$ cat src/hdl/affinv_pkg.sv
package affinv_pkg;

    localparam int FRAC_BITS_DEF = 16;
    localparam int EL_W          = 32;
    localparam int OP_W          = 34;
    localparam int ADJ_W         = 65;
    localparam int ACC_W         = 100;
    localparam int MAG_W         = 98;
    localparam int Q_W           = 33;
    localparam int P_W           = 7;
    localparam int S_W           = 9;
    localparam int SPLIT         = 32;
    localparam int HEAD          = 16;
    localparam int DMIN_W        = 63;
    localparam logic [DMIN_W-1:0] DET_MIN_RST = 63'd281474977;

    typedef enum logic [2:0] {
        ST_IDLE,
        ST_COF,
        ST_DET,
        ST_RECIP,
        ST_SCALE,
        ST_TRANS,
        ST_EMIT
    } state_t;

    typedef enum logic [1:0] {
        RS_IDLE,
        RS_NORM,
        RS_DIV
    } rstate_t;

    typedef struct packed {
        logic                   vld;
        logic                   clr;
        logic                   neg;
        logic                   sh;
        logic                   last;
        logic [1:0]             dst;
        logic signed [OP_W-1:0] a;
        logic signed [OP_W-1:0] b;
    } lane_op_t;

    typedef struct packed {
        logic       done;
        logic [1:0] dst;
    } lane_st_t;

    typedef struct packed {
        logic vld;
        logic neg;
        logic sing;
    } merge_st_t;

    // store indices {a, b, c, d} of cofactor a*b - c*d for adjugate entry (i, j)
    function automatic logic [15:0] cof_sel(input logic [1:0] i, input logic [1:0] j);
        logic [15:0] r;
        case ({i, j})
            4'b0000: r = {4'd4, 4'd8, 4'd5, 4'd7};
            4'b0001: r = {4'd2, 4'd7, 4'd1, 4'd8};
            4'b0010: r = {4'd1, 4'd5, 4'd2, 4'd4};
            4'b0100: r = {4'd5, 4'd6, 4'd3, 4'd8};
            4'b0101: r = {4'd0, 4'd8, 4'd2, 4'd6};
            4'b0110: r = {4'd2, 4'd3, 4'd0, 4'd5};
            4'b1000: r = {4'd3, 4'd7, 4'd4, 4'd6};
            4'b1001: r = {4'd1, 4'd6, 4'd0, 4'd7};
            4'b1010: r = {4'd0, 4'd4, 4'd1, 4'd3};
            default: r = '0;
        endcase
        return r;
    endfunction

    // scale by 2^-s, round half away from zero, saturate to 32 bits
    function automatic logic [EL_W-1:0] to_q(input logic [ACC_W-1:0] v,
                                             input logic signed [S_W-1:0] s);
        logic                     neg;
        logic [ACC_W+HEAD-1:0]    m;
        logic [ACC_W+HEAD-1:0]    t;
        logic [ACC_W+HEAD-1:0]    half;
        logic [S_W-1:0]           ns;
        logic [EL_W-1:0]          r;
        neg  = v[ACC_W-1];
        m    = {{HEAD{1'b0}}, (neg ? (~v + 1'b1) : v)};
        ns   = -s;
        half = {{(ACC_W+HEAD-1){1'b0}}, 1'b1} << (s - 1'b1);
        if (s <= 0) begin
            t = m << ns;
        end
        else begin
            t = (m + half) >> s;
        end
        if (neg) begin
            if (t > (ACC_W+HEAD)'(64'h8000_0000)) begin
                r = 32'h8000_0000;
            end
            else begin
                r = ~t[EL_W-1:0] + 1'b1;
            end
        end
        else begin
            if (t > (ACC_W+HEAD)'(64'h7fff_ffff)) begin
                r = 32'h7fff_ffff;
            end
            else begin
                r = t[EL_W-1:0];
            end
        end
        return r;
    endfunction

endpackage

$ cat src/hdl/affinv_lane.sv
module affinv_lane (
    input  logic                                    clk,
    input  logic                                    rst_n,
    input  affinv_pkg::lane_op_t                    op,
    output affinv_pkg::lane_st_t                    st,
    output logic [affinv_pkg::ACC_W-1:0]            acc
);
    import affinv_pkg::*;

    logic                     vld_reg;
    logic                     clr_reg;
    logic                     neg_reg;
    logic                     sh_reg;
    logic                     last_reg;
    logic [1:0]               dst_reg;
    logic signed [2*OP_W-1:0] prod_reg;
    logic [ACC_W-1:0]         acc_reg;
    logic [ACC_W-1:0]         acc_next;
    logic [ACC_W-1:0]         term;
    lane_st_t                 st_reg;

    always_ff @(posedge clk or negedge rst_n)
    begin
        if (!rst_n)
        begin
            vld_reg <= 1'b0;
            st_reg  <= '0;
        end
        else
        begin
            vld_reg <= op.vld;
            st_reg  <= '{done: vld_reg & last_reg, dst: dst_reg};
        end
    end

    always_ff @(posedge clk)
    begin
        clr_reg  <= op.clr;
        neg_reg  <= op.neg;
        sh_reg   <= op.sh;
        last_reg <= op.last;
        dst_reg  <= op.dst;
        prod_reg <= op.a * op.b;
        if (vld_reg)
        begin
            acc_reg <= acc_next;
        end
    end

    always_comb
    begin
        term = ACC_W'(prod_reg);
        if (sh_reg)
        begin
            term = term << SPLIT;
        end
        if (neg_reg)
        begin
            term = ~term + 1'b1;
        end
        acc_next = (clr_reg ? '0 : acc_reg) + term;
    end

    assign st  = st_reg;
    assign acc = acc_reg;

endmodule

$ cat config.mk
export PLATFORM = sky130hd
export DESIGN_NAME = affinv_lane
export DESIGN_NICKNAME = d
export VERILOG_FILES = /design/src/hdl/affinv_pkg.sv /design/src/hdl/affinv_lane.sv
export SDC_FILE = /design/constraint.sdc
export NUM_CORES = 2
export LEC_CHECK = 0
export BUFFER_PORTS_ARGS = -buffer_cell sky130_fd_sc_hd__buf_4
export CAP_MARGIN = 20
export CORE_ASPECT_RATIO = 1.5
export CORE_MARGIN = 5
export CORE_UTILIZATION = 50
export CTS_BUF_LIST = sky130_fd_sc_hd__clkbuf_2 sky130_fd_sc_hd__clkbuf_4 sky130_fd_sc_hd__clkbuf_8
export CTS_CLUSTER_DIAMETER = 200
export DETAILED_ROUTE_END_ITERATION = 10
export PLACE_DENSITY_LB_ADDON = 0.05
export SLEW_MARGIN = 20
export SYNTH_ARGS = -nofsm -noshare
export SYNTH_HDL_FRONTEND = slang
export SYNTH_SLANG_ARGS = --single-unit
$ cat constraint.sdc
create_clock -name clk -period 6.45 [get_ports clk]
set_input_delay 1.29 -clock clk [delete_from_list [all_inputs] [get_ports clk]]
set_output_delay 1.29 -clock clk [all_outputs]
set_load 0.02 [all_outputs]
==> reports/summary.txt <==
status -> finished with violations
violated checks -> setup timing
FF+latch count, synth -> 178
# DRC -> 0
post-synthesis sequential area ratio -> 8.16%
via/cell ratio -> 5.42
dpl cells -> 8,173
hold slack -> 0.335 ns
worst skew pair latency -> 0.59 ns
RSZ-0062 raised after global routing -> yes
Post-Syn Nets -> 7,845
Commonest cells post-synth -> fa_1, inv_1, nand2_1, and2_1, clkbuf_1
area leader, netlist -> fa_1
mapped cell area -> 0.0562 mm²
Global Route Usage Sum -> 30.0%
Worst setup EP type -> flip-flop
CP arrival -> 8.21 ns
CTS root buffer -> clkbuf_8
vias in the first global route -> 49,700
Period Utilization, post-route -> 120%
hold bufs inserted after CTS -> 0
Tmin final -> 7.74 ns
Starting DRT DRC Count -> 2,312
Routed Antenna Nets -> 0
Area contributors post-synth -> fa_1, inv_1, and2_1
Synth top area share -> 44.3%
H-tree Lvls -> 4
clock skew -> 0.0234 ns
Core ar. -> 0.111 mm²
crit path to -> prod_reg[67]
Top FF cell, synth -> edfxtp_1
clk buf depth -> 2
HP Start -> dst_reg[0]
Top Ports -> 180
starting density of the core -> 50.4%
# setup viols final -> 52
Final Slew Violations -> 0
slew of the pin with the lowest slew margin -> 0.848 ns
Critical Path Most Common Cell -> fa_1
smallest setup slack after layout -> -1.29 ns
initial antenna violation count -> 1
slowest stage cell, crit path -> fa_2
Max Freq -> 129 MHz
YS warnings -> 0
Setup crit start kind -> input port
PortBufs -> 179
setup_tns -> -46.17 ns
total CTS buffers -> 17
die footprint -> 0.119 mm²
Worst Path Class, Setup -> in -> reg
fin cells -> 8,293
# rows -> 150
largest net degree at the start of global routing -> 64
number of nets in the layout -> 8,457
routed vias -> 44,900
count leader, synth -> fa_1
Critical Path Fanout Max -> 7
wire per inst -> 21.6 µm
R2R Path End -> acc[99]
global-route wire length before repair -> 278,000 µm
layout cells sized above 1 -> 20.1%
FFs w/ async S/R, synth -> 2.25%
Worst Path Required -> 6.92 ns
FF-to-FF path depth -> 24
worst rel slew slack -> 43.5%
Setup crit start -> op[67]
max reg flops -> 100
Sink Count -> 178
Routed WL -> 179,000 µm
RR Startpoint -> sh_reg
Die Span X -> 284 µm
clock tree from TritonCTS -> built
Clk pin slew, worst setup/hold paths -> 0.10 ns
delay of the slowest critical-path stage -> 0.67 ns
maxcap violations -> 0
flop-to-flop setup slack -> 0.31 ns
GPL Wtd Cong -> 0.938
Area Overhead vs Synth -> 20.0%
library cells used by synthesis -> 86
GR Overflow Total -> 0
Synth Instances -> 6,222
die height -> 420 µm
DP Wirelength -> 151,000 µm
post-synthesis average cell area -> 9.03 µm²
final hold violation count -> 0
first drt pass iteration count -> 7
EDFF count, synth -> 100
Worst Hold Class -> reg -> reg
[kinds of logic after synthesis]
logic type	count (synthesis)	share of synthesized area (%)
AOI/OAI and AO/OA	732	8.15
xor gates and xnor gates	261	4.07
adders and majority gates	1546	51.0
buffers and inverters	1564	10.5
DFF	178	8.16
muxes	39	0.706
and+or+nand+nor	1902	17.4
[cells in the final DEF (no fill, tap or decap), types with 128 or more instances in the layout]
| cell type | n |
|---|---|
| buf_4 | 745 |
| nand2_1 | 666 |
| ha_1 | 258 |
| and2_1 | 588 |
| inv_1 | 1177 |
| nor2_1 | 156 |
| xnor2_1 | 128 |
| nor2b_1 | 128 |
| fa_1 | 1164 |
| a21oi_1 | 204 |
[per-layer routing]
metal	share of wire [%]	track usage, %	vias up
met3	3.8	2.43	485
li1	-	-	20200
met2	53	57.0	1230
met4	5.8	13.8	0
met5	0	0	-
met1	37	34.3	23000
[worst min-delay path by stage]
stage / end / slack [ns] / depth (start not counted)
detailed placement: st[0] / 0.32 / 0
global route: st[0] / 0.34 / 0
CTS: st[0] / 0.34 / 0
global placement: st[0] / 0.32 / 0
finish: st[0] / 0.34 / 0
floorplan: st[0] / 0.32 / 0
[worst max-delay path: cells and delay by family]
kind / cells / cell delay, ns
xor gates and xnor gates: 1 / 0.12
and+or+nand+nor: 2 / 0.28
AOI/OAI and AO/OA: 8 / 1.26
adders and majority gates: 9 / 4.53
buffers and inverters: 7 / 0.71
[layout make-up]
class | instances | area, µm²
clock inverters | 12 | 144
diodes | 2 | 5.00
repair buffers | 919 | 8380
well taps | 1444 | 1810
flip-flops and latches | 178 | 4600
clock buffers | 20 | 263
inverters | 1238 | 4660
multi-input cells | 4480 | 47500
fillers | 9900 | 44100
[what timing repair did]
| item | CTS | global route |
|---|---|---|
| resized for setup | 237 | 259 |
| endpoints found under the setup margin | 57 | 70 |
| pin swaps | 107 | 128 |
| gates cloned | 0 | 6 |
| setup buffers | 46 | 40 |
[per-stage QoR]
| stage | util, % | setup slack (ns) | cell area (µm²) |
|---|---|---|---|
| 2_1_floorplan | - | -2.01 | 57200 |
| 3_3_place_gp | 57.6 | -2.18 | 64200 |
| 3_5_place_dp | 57.6 | -2.13 | 64200 |
| 4_1_cts | 59.2 | -1.22 | 65900 |
| 5_1_grt | 60.4 | -1.46 | 67400 |
| 6_report | 60.4 | -1.29 | 67400 |
Power is not shown: default switching activity piles up to over one toggle a cycle in this logic, so the estimate is an artifact.
