[config.mk]
export PLATFORM = sky130hd
export DESIGN_NAME = affinv_merge
export DESIGN_NICKNAME = d
export VERILOG_FILES = /design/src/hdl/affinv_pkg.sv /design/src/hdl/affinv_merge.sv
export SDC_FILE = /design/constraint.sdc
export NUM_CORES = 1
export LEC_CHECK = 0
export ABC_AREA = 1
export BUFFER_PORTS_ARGS = -buffer_cell sky130_fd_sc_hd__buf_2
export CAP_MARGIN = 20
export CELL_PAD_IN_SITES_DETAIL_PLACEMENT = 1
export CELL_PAD_IN_SITES_GLOBAL_PLACEMENT = 2
export CORE_UTILIZATION = 28
export DETAILED_ROUTE_END_ITERATION = 8
export PLACE_DENSITY_LB_ADDON = 0.3
export SLEW_MARGIN = 20
export SYNTH_ARGS = -nofsm -noshare
export SYNTH_HDL_FRONTEND = slang
export SYNTH_SLANG_ARGS = --single-unit
[constraint.sdc]
create_clock -name clk -period 0.8 [get_ports clk]
set_input_delay 0.08 -clock clk [delete_from_list [all_inputs] [get_ports clk]]
set_output_delay 0.08 -clock clk [all_outputs]
set_load 0.005 [all_outputs]
[src/hdl/affinv_pkg.sv]
package affinv_pkg;

    localparam int FRAC_BITS_DEF = 16;
    localparam int EL_W          = 32;
    localparam int OP_W          = 34;
    localparam int ADJ_W         = 65;
    localparam int ACC_W         = 100;
    localparam int MAG_W         = 98;
    localparam int Q_W           = 33;
    localparam int P_W           = 7;
    localparam int S_W           = 9;
    localparam int SPLIT         = 32;
    localparam int HEAD          = 16;
    localparam int DMIN_W        = 63;
    localparam logic [DMIN_W-1:0] DET_MIN_RST = 63'd281474977;

    typedef enum logic [2:0] {
        ST_IDLE,
        ST_COF,
        ST_DET,
        ST_RECIP,
        ST_SCALE,
        ST_TRANS,
        ST_EMIT
    } state_t;

    typedef enum logic [1:0] {
        RS_IDLE,
        RS_NORM,
        RS_DIV
    } rstate_t;

    typedef struct packed {
        logic                   vld;
        logic                   clr;
        logic                   neg;
        logic                   sh;
        logic                   last;
        logic [1:0]             dst;
        logic signed [OP_W-1:0] a;
        logic signed [OP_W-1:0] b;
    } lane_op_t;

    typedef struct packed {
        logic       done;
        logic [1:0] dst;
    } lane_st_t;

    typedef struct packed {
        logic vld;
        logic neg;
        logic sing;
    } merge_st_t;

    // store indices {a, b, c, d} of cofactor a*b - c*d for adjugate entry (i, j)
    function automatic logic [15:0] cof_sel(input logic [1:0] i, input logic [1:0] j);
        logic [15:0] r;
        case ({i, j})
            4'b0000: r = {4'd4, 4'd8, 4'd5, 4'd7};
            4'b0001: r = {4'd2, 4'd7, 4'd1, 4'd8};
            4'b0010: r = {4'd1, 4'd5, 4'd2, 4'd4};
            4'b0100: r = {4'd5, 4'd6, 4'd3, 4'd8};
            4'b0101: r = {4'd0, 4'd8, 4'd2, 4'd6};
            4'b0110: r = {4'd2, 4'd3, 4'd0, 4'd5};
            4'b1000: r = {4'd3, 4'd7, 4'd4, 4'd6};
            4'b1001: r = {4'd1, 4'd6, 4'd0, 4'd7};
            4'b1010: r = {4'd0, 4'd4, 4'd1, 4'd3};
            default: r = '0;
        endcase
        return r;
    endfunction

    // scale by 2^-s, round half away from zero, saturate to 32 bits
    function automatic logic [EL_W-1:0] to_q(input logic [ACC_W-1:0] v,
                                             input logic signed [S_W-1:0] s);
        logic                     neg;
        logic [ACC_W+HEAD-1:0]    m;
        logic [ACC_W+HEAD-1:0]    t;
        logic [ACC_W+HEAD-1:0]    half;
        logic [S_W-1:0]           ns;
        logic [EL_W-1:0]          r;
        neg  = v[ACC_W-1];
        m    = {{HEAD{1'b0}}, (neg ? (~v + 1'b1) : v)};
        ns   = -s;
        half = {{(ACC_W+HEAD-1){1'b0}}, 1'b1} << (s - 1'b1);
        if (s <= 0) begin
            t = m << ns;
        end
        else begin
            t = (m + half) >> s;
        end
        if (neg) begin
            if (t > (ACC_W+HEAD)'(64'h8000_0000)) begin
                r = 32'h8000_0000;
            end
            else begin
                r = ~t[EL_W-1:0] + 1'b1;
            end
        end
        else begin
            if (t > (ACC_W+HEAD)'(64'h7fff_ffff)) begin
                r = 32'h7fff_ffff;
            end
            else begin
                r = t[EL_W-1:0];
            end
        end
        return r;
    endfunction

endpackage

[src/hdl/affinv_merge.sv]
module affinv_merge (
    input  logic                                  clk,
    input  logic                                  rst_n,
    input  logic                                  in_vld,
    input  logic [2:0][affinv_pkg::ACC_W-1:0]     acc,
    input  logic [affinv_pkg::DMIN_W-1:0]         det_min,
    output affinv_pkg::merge_st_t                 st,
    output logic [affinv_pkg::MAG_W-1:0]          mag
);
    import affinv_pkg::*;

    logic [ACC_W-1:0] sum;
    logic [ACC_W-1:0] absv;
    logic [MAG_W-1:0] mag_next;
    merge_st_t        st_reg;
    logic [MAG_W-1:0] mag_reg;

    always_comb
    begin
        sum      = acc[0] + acc[1] + acc[2];
        absv     = sum[ACC_W-1] ? (~sum + 1'b1) : sum;
        mag_next = absv[MAG_W-1:0];
    end

    always_ff @(posedge clk or negedge rst_n)
    begin
        if (!rst_n)
        begin
            st_reg <= '0;
        end
        else
        begin
            st_reg.vld  <= in_vld;
            st_reg.neg  <= sum[ACC_W-1];
            st_reg.sing <= (mag_next == '0) ||
                           (mag_next < {{(MAG_W-DMIN_W){1'b0}}, det_min});
        end
    end

    always_ff @(posedge clk)
    begin
        mag_reg <= mag_next;
    end

    assign st  = st_reg;
    assign mag = mag_reg;

endmodule

==> qor.txt <==
Core area -> 0.0762 mm²
Initial Utilization -> 28.4%
Layout cell share with drive strength beyond 1 -> 47.0%
CTS tree -> yes
Clock root buffer -> clkbuf_16
Syn avg cell area -> 5.32 µm²
Synth cell types -> 46
Maxcap violations -> 0
Startpoint Class -> primary input
Die width -> 280 µm
WS Path Type -> in2reg
Placed cells -> 6623
Routability cong. -> 0.968
Max-slew violations -> 0
CP max stage delay -> 0.52 ns
Hpwl dp -> 104 mm
Number of routed nets with antenna violations -> 0
Vias/cell -> 4.73
First-pass GRT wire length -> 176 mm
Remaining DRCs -> 0
Pleak -> 0.0218 µW
Worst VDD drop -> 0.00135 V
Slew HR -> 71.7%
Post-synth top area cell -> nand2_1
Die H -> 280 µm
CTS Buf Count -> 9
Ys async rst share -> 2.97%
Post-synthesis net count -> 4694
Power Density -> 2560 mW/mm²
Hold Fails Final Rpt -> 0
Setup TNS -> -255.72 ns
CTS H-Tree Depth -> 3
Placed standard-cell area -> 0.0336 mm²
Run status -> finished, violations left
Synth Cell Area -> 0.0216 mm²
Post-synth EDFFs -> 0
I/O pins -> 467
Area Overhead vs Synth -> 82.4%
Die area -> 0.0784 mm²
Failing checks -> negative setup slack
Worst endpoint required time -> 1.05 ns
Overflow after GRT -> 0
Number of global-route vias before repair -> 32.1k
CP endpoint kind -> flop
Commonest non-fill, non-tap cell in the layout -> nand2_1
CP arrival -> 5.11 ns
HP Class -> in2async
FMAX -> 206 MHz
Nets -> 6347
Post-layout util -> 51.8%
Finished Cell Area -> 0.0394 mm²
Clk buf depth -> 2
Wire per inst -> 18.3 µm
Worst-path clk slew -> 0.07 ns
Via Count -> 32.0k
Most used DFF post-synth -> dfxtp_1
Min cycle time layout -> 4.86 ns
Routed wire length -> 124 mm
Initial antenna violation count -> 2
Final setup viols -> 200
Yosys Warn Count -> 0
#FFs+latches synth -> 101
Pre-antenna DRT Iters -> 5
Syn Inst Count -> 4067
CP Max Fanout -> 3
Post-route non-filler standard cell count -> 6757
WHS -> 0.0488 ns
Largest net degree at the start of global routing -> 25
Final WS setup -> -4.06 ns
Register area share after synthesis -> 9.42%
Sink Count -> 101
Slew @ Worst Pin -> 0.421 ns
Synth top area share -> 29.3%
PortBufs -> 466
Largest register FFs -> 98
RSZ-0062 raised after global routing -> yes
FP Rows -> 101
Slowest cell on crit path -> fa_1
Drt initial violations -> 1445
CP most frequent cell -> nand2_2
Most frequent cells in the layout -> nand2_1, buf_4, inv_1, buf_2, nand2_2
Overall Global Routing Usage -> 29.3%
Dominant cells by area after synthesis -> nand2_1, inv_1, ha_1
Final period util -> 607%
[worst paths after layout]
kind | cells past startpoint | end | start | slack (ns)
min in group clk | 3 | mag[0]$_DFF_P_ | acc[200] | 0.11
hold / removal | 2 | st[2]$_DFF_PN0_ | rst_n | 0.05
max in group asynchronous | 2 | st[0]$_DFF_PN0_ | rst_n | 0.62
setup / recovery | 37 | st[0]$_DFF_PN0_ | acc[201] | -4.06
[per-stage QoR]
stage / setup slack (ns) / total power (µW)
6_report: -4.06 / 101000
5_1_grt: -4.32 / 108000
4_1_cts: -3.93 / 89500
3_5_place_dp: -4.52 / 78800
3_3_place_gp: -4.33 / 76900
2_1_floorplan: -3.46 / 39100
[where the power goes]
group	internal, µW	leakage (µW)	total [µW]	switching, µW
sequential	7680	0.000863	8380	698
combinational	39500	0.0208	88100	48600
clock	2220	0.000137	4390	2170
[layout make-up]
class	instances	area, µm²
Antenna cell	2	5.00
Clock buffer	10	239
Clock inverter	6	45.0
Fill cell	10300	36800
Inverter	799	3010
Multi-Input combinational cell	3151	20900
Sequential cell	101	2040
Tap cell	1030	1290
Timing Repair Buffer	1656	11900
Timing Repair inverter	2	28.8
[cell families after synthesis]
family / synth area share (%)
flip-flops: 9.42
AND/OR/NAND/NOR: 51.2
AO/OA/AOI/OAI: 5.38
adder cells (fa/ha/maj): 18.6
buffers and inverters: 14.3
XOR/XNOR: 1.17
[Yosys cell counts, types with 2 or more instances]
| cell type | n |
|---|---|
| o21ai_1 | 9 |
| inv_1 | 779 |
| nand3_2 | 25 |
| fa_1 | 100 |
| nand3b_1 | 5 |
| a21o_1 | 2 |
| buf_4 | 2 |
| clkinv_1 | 2 |
| nand4_1 | 79 |
| buf_2 | 13 |
| nand2_1 | 1690 |
| xor2_1 | 25 |
| xnor2_1 | 4 |
| ha_1 | 161 |
| o221ai_1 | 5 |
| a211oi_1 | 5 |
| nand2_4 | 2 |
| o21bai_1 | 15 |
| a21boi_0 | 2 |
| dfrtp_1 | 3 |
| nor2_4 | 7 |
| nand2_2 | 53 |
| nor2_2 | 38 |
| nor3_2 | 3 |
| and2_1 | 3 |
| nor2_1 | 450 |
| o21ai_0 | 34 |
| o211ai_1 | 4 |
| a21oi_2 | 2 |
| dfxtp_1 | 98 |
| o21a_1 | 5 |
| nor4_1 | 4 |
| nand3_1 | 280 |
| a21oi_1 | 109 |
| nor3_1 | 18 |
| a31oi_1 | 4 |
| inv_2 | 18 |
[routing by layer]
metal | vias up | track usage [%] | wire length, µm
li1 | 15700 | - | -
met5 | - | 0 | 0
met3 | 162 | 0.992 | 4180
met1 | 15400 | 41.1 | 57700
met2 | 726 | 49.0 | 58300
met4 | 0 | 7.55 | 3600
[timing repair]
item,4_1_cts,5_1_grt
endpoints found under the setup margin,200,200
setup buffers,51,72
gates cloned,5,0
hold buffers,2,0
endpoints found under the hold margin,4,0
pin swaps,106,270
resized for setup,414,796
[worst max-delay path: cells and delay by family]
kind,cells,cell delay (ns)
fa+ha+maj,4,1.39
xor+xnor,1,0.16
compound gates,2,0.25
simple gates,26,2.86
buf+inv,4,0.35
No activity file was read; power rests on OpenSTA's default activity.
