## config.mk

```make
export PLATFORM = sky130hd
export DESIGN_NAME = affinv_recip
export DESIGN_NICKNAME = d
export VERILOG_FILES = /design/src/hdl/affinv_pkg.sv /design/src/hdl/affinv_recip.sv
export SDC_FILE = /design/constraint.sdc
export NUM_CORES = 1
export LEC_CHECK = 0
export BUFFER_PORTS_ARGS = -buffer_cell sky130_fd_sc_hd__buf_2
export CAP_MARGIN = 20
export CORE_ASPECT_RATIO = 0.5
export CORE_MARGIN = 4
export CORE_UTILIZATION = 52
export DETAILED_ROUTE_END_ITERATION = 8
export PLACE_DENSITY = 0.69
export REMOVE_ABC_BUFFERS = 1
export SLEW_MARGIN = 5
export SYNTH_ARGS = -nofsm -noshare
export SYNTH_HDL_FRONTEND = slang
export SYNTH_SLANG_ARGS = --single-unit
```

## constraint.sdc

```tcl
create_clock -name clk -period 23.1 [get_ports clk]
set_input_delay 1.155 -clock clk [delete_from_list [all_inputs] [get_ports clk]]
set_output_delay 1.155 -clock clk [all_outputs]
set_load 0.02 [all_outputs]
```

## src/hdl/affinv_pkg.sv

```systemverilog
package affinv_pkg;

    localparam int FRAC_BITS_DEF = 16;
    localparam int EL_W          = 32;
    localparam int OP_W          = 34;
    localparam int ADJ_W         = 65;
    localparam int ACC_W         = 100;
    localparam int MAG_W         = 98;
    localparam int Q_W           = 33;
    localparam int P_W           = 7;
    localparam int S_W           = 9;
    localparam int SPLIT         = 32;
    localparam int HEAD          = 16;
    localparam int DMIN_W        = 63;
    localparam logic [DMIN_W-1:0] DET_MIN_RST = 63'd281474977;

    typedef enum logic [2:0] {
        ST_IDLE,
        ST_COF,
        ST_DET,
        ST_RECIP,
        ST_SCALE,
        ST_TRANS,
        ST_EMIT
    } state_t;

    typedef enum logic [1:0] {
        RS_IDLE,
        RS_NORM,
        RS_DIV
    } rstate_t;

    typedef struct packed {
        logic                   vld;
        logic                   clr;
        logic                   neg;
        logic                   sh;
        logic                   last;
        logic [1:0]             dst;
        logic signed [OP_W-1:0] a;
        logic signed [OP_W-1:0] b;
    } lane_op_t;

    typedef struct packed {
        logic       done;
        logic [1:0] dst;
    } lane_st_t;

    typedef struct packed {
        logic vld;
        logic neg;
        logic sing;
    } merge_st_t;

    // store indices {a, b, c, d} of cofactor a*b - c*d for adjugate entry (i, j)
    function automatic logic [15:0] cof_sel(input logic [1:0] i, input logic [1:0] j);
        logic [15:0] r;
        case ({i, j})
            4'b0000: r = {4'd4, 4'd8, 4'd5, 4'd7};
            4'b0001: r = {4'd2, 4'd7, 4'd1, 4'd8};
            4'b0010: r = {4'd1, 4'd5, 4'd2, 4'd4};
            4'b0100: r = {4'd5, 4'd6, 4'd3, 4'd8};
            4'b0101: r = {4'd0, 4'd8, 4'd2, 4'd6};
            4'b0110: r = {4'd2, 4'd3, 4'd0, 4'd5};
            4'b1000: r = {4'd3, 4'd7, 4'd4, 4'd6};
            4'b1001: r = {4'd1, 4'd6, 4'd0, 4'd7};
            4'b1010: r = {4'd0, 4'd4, 4'd1, 4'd3};
            default: r = '0;
        endcase
        return r;
    endfunction

    // scale by 2^-s, round half away from zero, saturate to 32 bits
    function automatic logic [EL_W-1:0] to_q(input logic [ACC_W-1:0] v,
                                             input logic signed [S_W-1:0] s);
        logic                     neg;
        logic [ACC_W+HEAD-1:0]    m;
        logic [ACC_W+HEAD-1:0]    t;
        logic [ACC_W+HEAD-1:0]    half;
        logic [S_W-1:0]           ns;
        logic [EL_W-1:0]          r;
        neg  = v[ACC_W-1];
        m    = {{HEAD{1'b0}}, (neg ? (~v + 1'b1) : v)};
        ns   = -s;
        half = {{(ACC_W+HEAD-1){1'b0}}, 1'b1} << (s - 1'b1);
        if (s <= 0) begin
            t = m << ns;
        end
        else begin
            t = (m + half) >> s;
        end
        if (neg) begin
            if (t > (ACC_W+HEAD)'(64'h8000_0000)) begin
                r = 32'h8000_0000;
            end
            else begin
                r = ~t[EL_W-1:0] + 1'b1;
            end
        end
        else begin
            if (t > (ACC_W+HEAD)'(64'h7fff_ffff)) begin
                r = 32'h7fff_ffff;
            end
            else begin
                r = t[EL_W-1:0];
            end
        end
        return r;
    endfunction

endpackage

```

## src/hdl/affinv_recip.sv

```systemverilog
module affinv_recip (
    input  logic                            clk,
    input  logic                            rst_n,
    input  logic                            start,
    input  logic [affinv_pkg::MAG_W-1:0]    mag,
    output logic                            done,
    output logic [affinv_pkg::Q_W-1:0]      q,
    output logic [affinv_pkg::P_W-1:0]      p
);
    import affinv_pkg::*;

    rstate_t          state_reg;
    rstate_t          state_next;
    logic [MAG_W-1:0] nm_reg;
    logic [MAG_W:0]   rem_reg;
    logic [Q_W-1:0]   q_reg;
    logic [P_W-1:0]   cnt_reg;
    logic [5:0]       k_reg;
    logic             done_reg;
    logic [MAG_W:0]   r2;
    logic             ge;
    logic             norm_ok;
    logic             div_end;

    always_comb
    begin
        state_next = state_reg;
        case (state_reg)
            RS_IDLE: if (start) state_next = RS_NORM;
            RS_NORM: if (norm_ok) state_next = RS_DIV;
            RS_DIV:  if (div_end) state_next = RS_IDLE;
            default: state_next = RS_IDLE;
        endcase
    end

    always_comb
    begin
        norm_ok = nm_reg[MAG_W-1];
        div_end = (k_reg == 6'(Q_W));
        r2      = (k_reg == '0) ? rem_reg : (rem_reg << 1);
        ge      = (r2 >= {1'b0, nm_reg});
    end

    always_ff @(posedge clk or negedge rst_n)
    begin
        if (!rst_n)
        begin
            state_reg <= RS_IDLE;
            done_reg  <= 1'b0;
        end
        else
        begin
            state_reg <= state_next;
            done_reg  <= (state_reg == RS_DIV) && div_end;
        end
    end

    always_ff @(posedge clk)
    begin
        case (state_reg)
            RS_IDLE:
            begin
                nm_reg  <= mag;
                cnt_reg <= '0;
            end
            RS_NORM:
            begin
                // leading-one search: coarse steps of eight, then single bits
                if (norm_ok)
                begin
                    rem_reg <= {2'b01, {(MAG_W-1){1'b0}}};
                    q_reg   <= '0;
                    k_reg   <= '0;
                end
                else if (nm_reg[MAG_W-1 -: 8] == '0)
                begin
                    nm_reg  <= nm_reg << 8;
                    cnt_reg <= cnt_reg + P_W'(8);
                end
                else
                begin
                    nm_reg  <= nm_reg << 1;
                    cnt_reg <= cnt_reg + 1'b1;
                end
            end
            RS_DIV:
            begin
                // final step only looks at the next bit for rounding
                if (div_end)
                begin
                    q_reg <= q_reg + Q_W'(ge);
                end
                else
                begin
                    rem_reg <= ge ? (r2 - {1'b0, nm_reg}) : r2;
                    q_reg   <= {q_reg[Q_W-2:0], ge};
                    k_reg   <= k_reg + 1'b1;
                end
            end
            default: ;
        endcase
    end

    assign done = done_reg;
    assign q    = q_reg;
    assign p    = P_W'(MAG_W-1) - cnt_reg;

endmodule

```

==> metrics.txt <==
status completed; proportion of synthesized area in mux cells 0.002982; fmax 125.1 MHz; Fin Setup TNS 0 ns; WHS 0.3750 ns; worst slew margin relative to its limit 0.2198; die footprint 42130 sq um; Congestion Overflow GR 0; Root Driver sky130_fd_sc_hd__clkbuf_16; synthesis-to-finish area growth 8.742%; number of max-slew violations in the final report 0; Final Hold Vio Count 0; number of flops mapped to enable cells by yosys 243; DPL Wire Length 42790 um; post-detailed-route DRC marker count 0; violation count after the first detailed-routing iteration 1956; Routability Congestion 1.008; xor/xnor share of the synthesized area 0.04480; via count of the first global-routing pass 17330; Inserted Diodes 0; ratio of final minimum period to clock period 0.3462; number of filler instances in the final layout 3570; worst-margin pin slew 1.169 ns; average wire length per cell after detail routing 18.15 um; total wire length after detailed routing 57970 um; floorplan core area 37790 sq um; hold-fix buffer count after cts 0; main combinational cell family by area after synthesis simple AND/OR/NAND/NOR gates; clock net sink count 246; CP dominant cell by count sky130_fd_sc_hd__nand2_1; effective utilization at floorplan 0.5329; count of mapped cells out of synthesis 2630; number of buffers created by CTS 26; critical path startpoint category flip-flop; biggest cell delay along the critical path 0.78 ns; category of the worst setup path capture point flip-flop; worst hold path class in2async; wire length of the first global-routing pass 93400 um; post-route clock skew 0.02273 ns; layout cells sized above 1 0.08676; clock insertion delay at the later pin of the skew report 0.57 ns; height of the die 147.2 um; top flip-flop cell by instance count after synthesis sky130_fd_sc_hd__edfxtp_1; 1st-pass router iterations 6; number of flip-flops in the largest register 99; final critical-path required period 7.997 ns; via count 18920; Warnings, synthesis 0; Data required, critical path 23.50 ns; H-tree depth reported by CTS 1; number of setup buffers added after CTS 0; GRT Total Usage 0.2674; Critical Path Slowest Stage Cell sky130_fd_sc_hd__buf_4; Avg Cell Area, Syn 7.657 sq um; Die Span X 286.3 um; share of the synthesized area in compound gates (AO/OA/AOI/OAI) 0.2238; Setup-failing EPs final 0; maximum number of pins on one net before global-route repair 87; number of distinct library cells after synthesis 80; number of antenna violations at the first check in global routing 0; class of the most critical setup path reg2reg; cells resized by post-CTS repair 0; portion of the post-synthesis area used by sequential elements 0.3661; netlist area before placement 20140 sq um; Max FO, Critical Path 80; cell class contributing the biggest share of worst-path delay simple AND/OR/NAND/NOR gates; Final Net Count 2866; max-cap viol count 0; CTS tree yes; post-route antenna net violation count 0; number of register bits inferred by synthesis 246; vias per cell 5.922; FP Rows 50; boundary pin count 142; simple-gate share of the synthesized area 0.2392; arrival time at the worst endpoint 8.40 ns; clock-pin transition on the worst setup and hold timing paths 0.07 ns; WP buf/inv 2; Bufs on Longest Clock Path 3; synthesized-area fraction occupied by adder cells 0.06810; IO Port Bufs 141; setup repair after global routing missed its margin false; async set-reset flop share out of synthesis 0.01220
==> kinds of logic (layout without fill, tap and decap cells) <==
group,Yosys count,after routing
simple gates,1136,1136
compound gates,750,750
buf+inv,280,324
flops,246,246
fa+ha+maj,109,109
xor+xnor,103,103
mux,6,6
==> per-stage QoR <==
stage	area [sq um]	utilization	setup slack [ns]	cells
2_1_floorplan	19480	-	12.27	2471
3_3_place_gp	21010	0.5560	15.46	3147
3_5_place_dp	21010	0.5560	15.18	3147
4_1_cts	21880	0.5790	15.14	3193
5_1_grt	21900	0.5795	14.42	3194
6_report	21900	0.5795	15.10	3194
==> final cells by class <==
type | instances | area [sq um] | area share
repair buffers | 157 | 838.3 | 0.03828
well taps | 520 | 650.6 | 0.02971
inverters | 121 | 455.4 | 0.02080
flip-flops and latches | 246 | 7372 | 0.3366
clock buffers | 35 | 705.7 | 0.03222
clock inverters | 11 | 163.9 | 0.007485
multi-input cells | 2104 | 11710 | 0.5349
==> routing by layer <==
metal	part of all wire	wire length, um	track usage
met4	0.014	809	0.04017
met1	0.48	28020	0.4029
met2	0.43	24780	0.4136
met3	0.075	4361	0.04341
met5	0	0	0
==> worst register-to-register path, stage by stage, from the launching register on <==
cell and delay (ns):
sky130_fd_sc_hd__edfxtp_1 0.44, sky130_fd_sc_hd__nor3_1 0.40, sky130_fd_sc_hd__and3b_2 0.54, sky130_fd_sc_hd__buf_4 0.78, sky130_fd_sc_hd__nand2_1 0.13, sky130_fd_sc_hd__nand2_1 0.11, sky130_fd_sc_hd__ha_1 0.27, sky130_fd_sc_hd__nand4_1 0.21
sky130_fd_sc_hd__or3_1 0.45, sky130_fd_sc_hd__nor3_1 0.23, sky130_fd_sc_hd__and4_1 0.25, sky130_fd_sc_hd__a221o_1 0.15, sky130_fd_sc_hd__a31o_1 0.35, sky130_fd_sc_hd__o31a_4 0.24, sky130_fd_sc_hd__a41oi_4 0.13, sky130_fd_sc_hd__clkinv_2 0.30
sky130_fd_sc_hd__ha_1 0.30, sky130_fd_sc_hd__ha_1 0.23, sky130_fd_sc_hd__nand2_1 0.12, sky130_fd_sc_hd__nor4_1 0.77, sky130_fd_sc_hd__and2_0 0.39, sky130_fd_sc_hd__and2b_1 0.20, sky130_fd_sc_hd__nor2b_1 0.19, sky130_fd_sc_hd__and3_1 0.23
sky130_fd_sc_hd__nand2_1 0.06, sky130_fd_sc_hd__o21ai_0 0.14, sky130_fd_sc_hd__nand2_1 0.07, sky130_fd_sc_hd__a21oi_1 0.15
==> cell usage after synthesis (10+ instances only) <==
cell type | n | share of area
sky130_fd_sc_hd__o31ai_1 | 10 | 0.0037
sky130_fd_sc_hd__nand3_1 | 60 | 0.015
sky130_fd_sc_hd__a211oi_2 | 15 | 0.0093
sky130_fd_sc_hd__o211ai_1 | 12 | 0.0045
sky130_fd_sc_hd__nor3_1 | 30 | 0.0075
sky130_fd_sc_hd__buf_2 | 19 | 0.0047
sky130_fd_sc_hd__xnor2_1 | 62 | 0.027
sky130_fd_sc_hd__a21o_1 | 37 | 0.014
sky130_fd_sc_hd__a211oi_1 | 15 | 0.0056
sky130_fd_sc_hd__nand4_1 | 52 | 0.016
sky130_fd_sc_hd__edfxtp_1 | 243 | 0.36
sky130_fd_sc_hd__o21bai_1 | 14 | 0.0052
sky130_fd_sc_hd__clkbuf_1 | 129 | 0.024
sky130_fd_sc_hd__xor2_1 | 41 | 0.018
sky130_fd_sc_hd__nand2_1 | 669 | 0.12
sky130_fd_sc_hd__a22o_1 | 14 | 0.0061
sky130_fd_sc_hd__nor4_1 | 18 | 0.0056
sky130_fd_sc_hd__o21a_1 | 27 | 0.010
sky130_fd_sc_hd__and3_1 | 21 | 0.0065
sky130_fd_sc_hd__a31oi_1 | 16 | 0.0050
sky130_fd_sc_hd__nand2b_1 | 13 | 0.0040
sky130_fd_sc_hd__ha_1 | 108 | 0.067
sky130_fd_sc_hd__nor2b_1 | 12 | 0.0037
sky130_fd_sc_hd__inv_1 | 120 | 0.022
sky130_fd_sc_hd__nor2_1 | 220 | 0.041
sky130_fd_sc_hd__a21oi_1 | 311 | 0.077
sky130_fd_sc_hd__o21ai_0 | 210 | 0.052
sky130_fd_sc_hd__and2_1 | 11 | 0.0034
==> cell usage in the layout, fill, tap and decap left out, types with 30 or more instances in the layout <==
master and n:
sky130_fd_sc_hd__nand2_1 667, sky130_fd_sc_hd__nand4_1 52, sky130_fd_sc_hd__o21ai_0 209, sky130_fd_sc_hd__buf_2 141, sky130_fd_sc_hd__xor2_1 41, sky130_fd_sc_hd__inv_1 120
sky130_fd_sc_hd__xnor2_1 62, sky130_fd_sc_hd__ha_1 108, sky130_fd_sc_hd__a21o_1 37, sky130_fd_sc_hd__nor3_1 30, sky130_fd_sc_hd__edfxtp_1 243, sky130_fd_sc_hd__a21oi_1 310
sky130_fd_sc_hd__nor2_1 219, sky130_fd_sc_hd__nand3_1 59
==> final timing paths <==
kind                                end      start  depth (start not counted)  slack (ns)
setup / recovery                  q[32]   k_reg[2]                         27       15.10
hold / removal             state_reg[0]      rst_n                          1        0.38
setup reg to reg                  q[32]   k_reg[2]                         27       15.10
hold reg to reg               nm_reg[7]  nm_reg[6]                          2        0.63
max in group asynchronous  state_reg[1]      rst_n                          1       22.61
min in group clk              nm_reg[7]  nm_reg[6]                          2        0.63
Power is not shown: default switching activity piles up to over one toggle a cycle in this logic, so the estimate is an artifact.
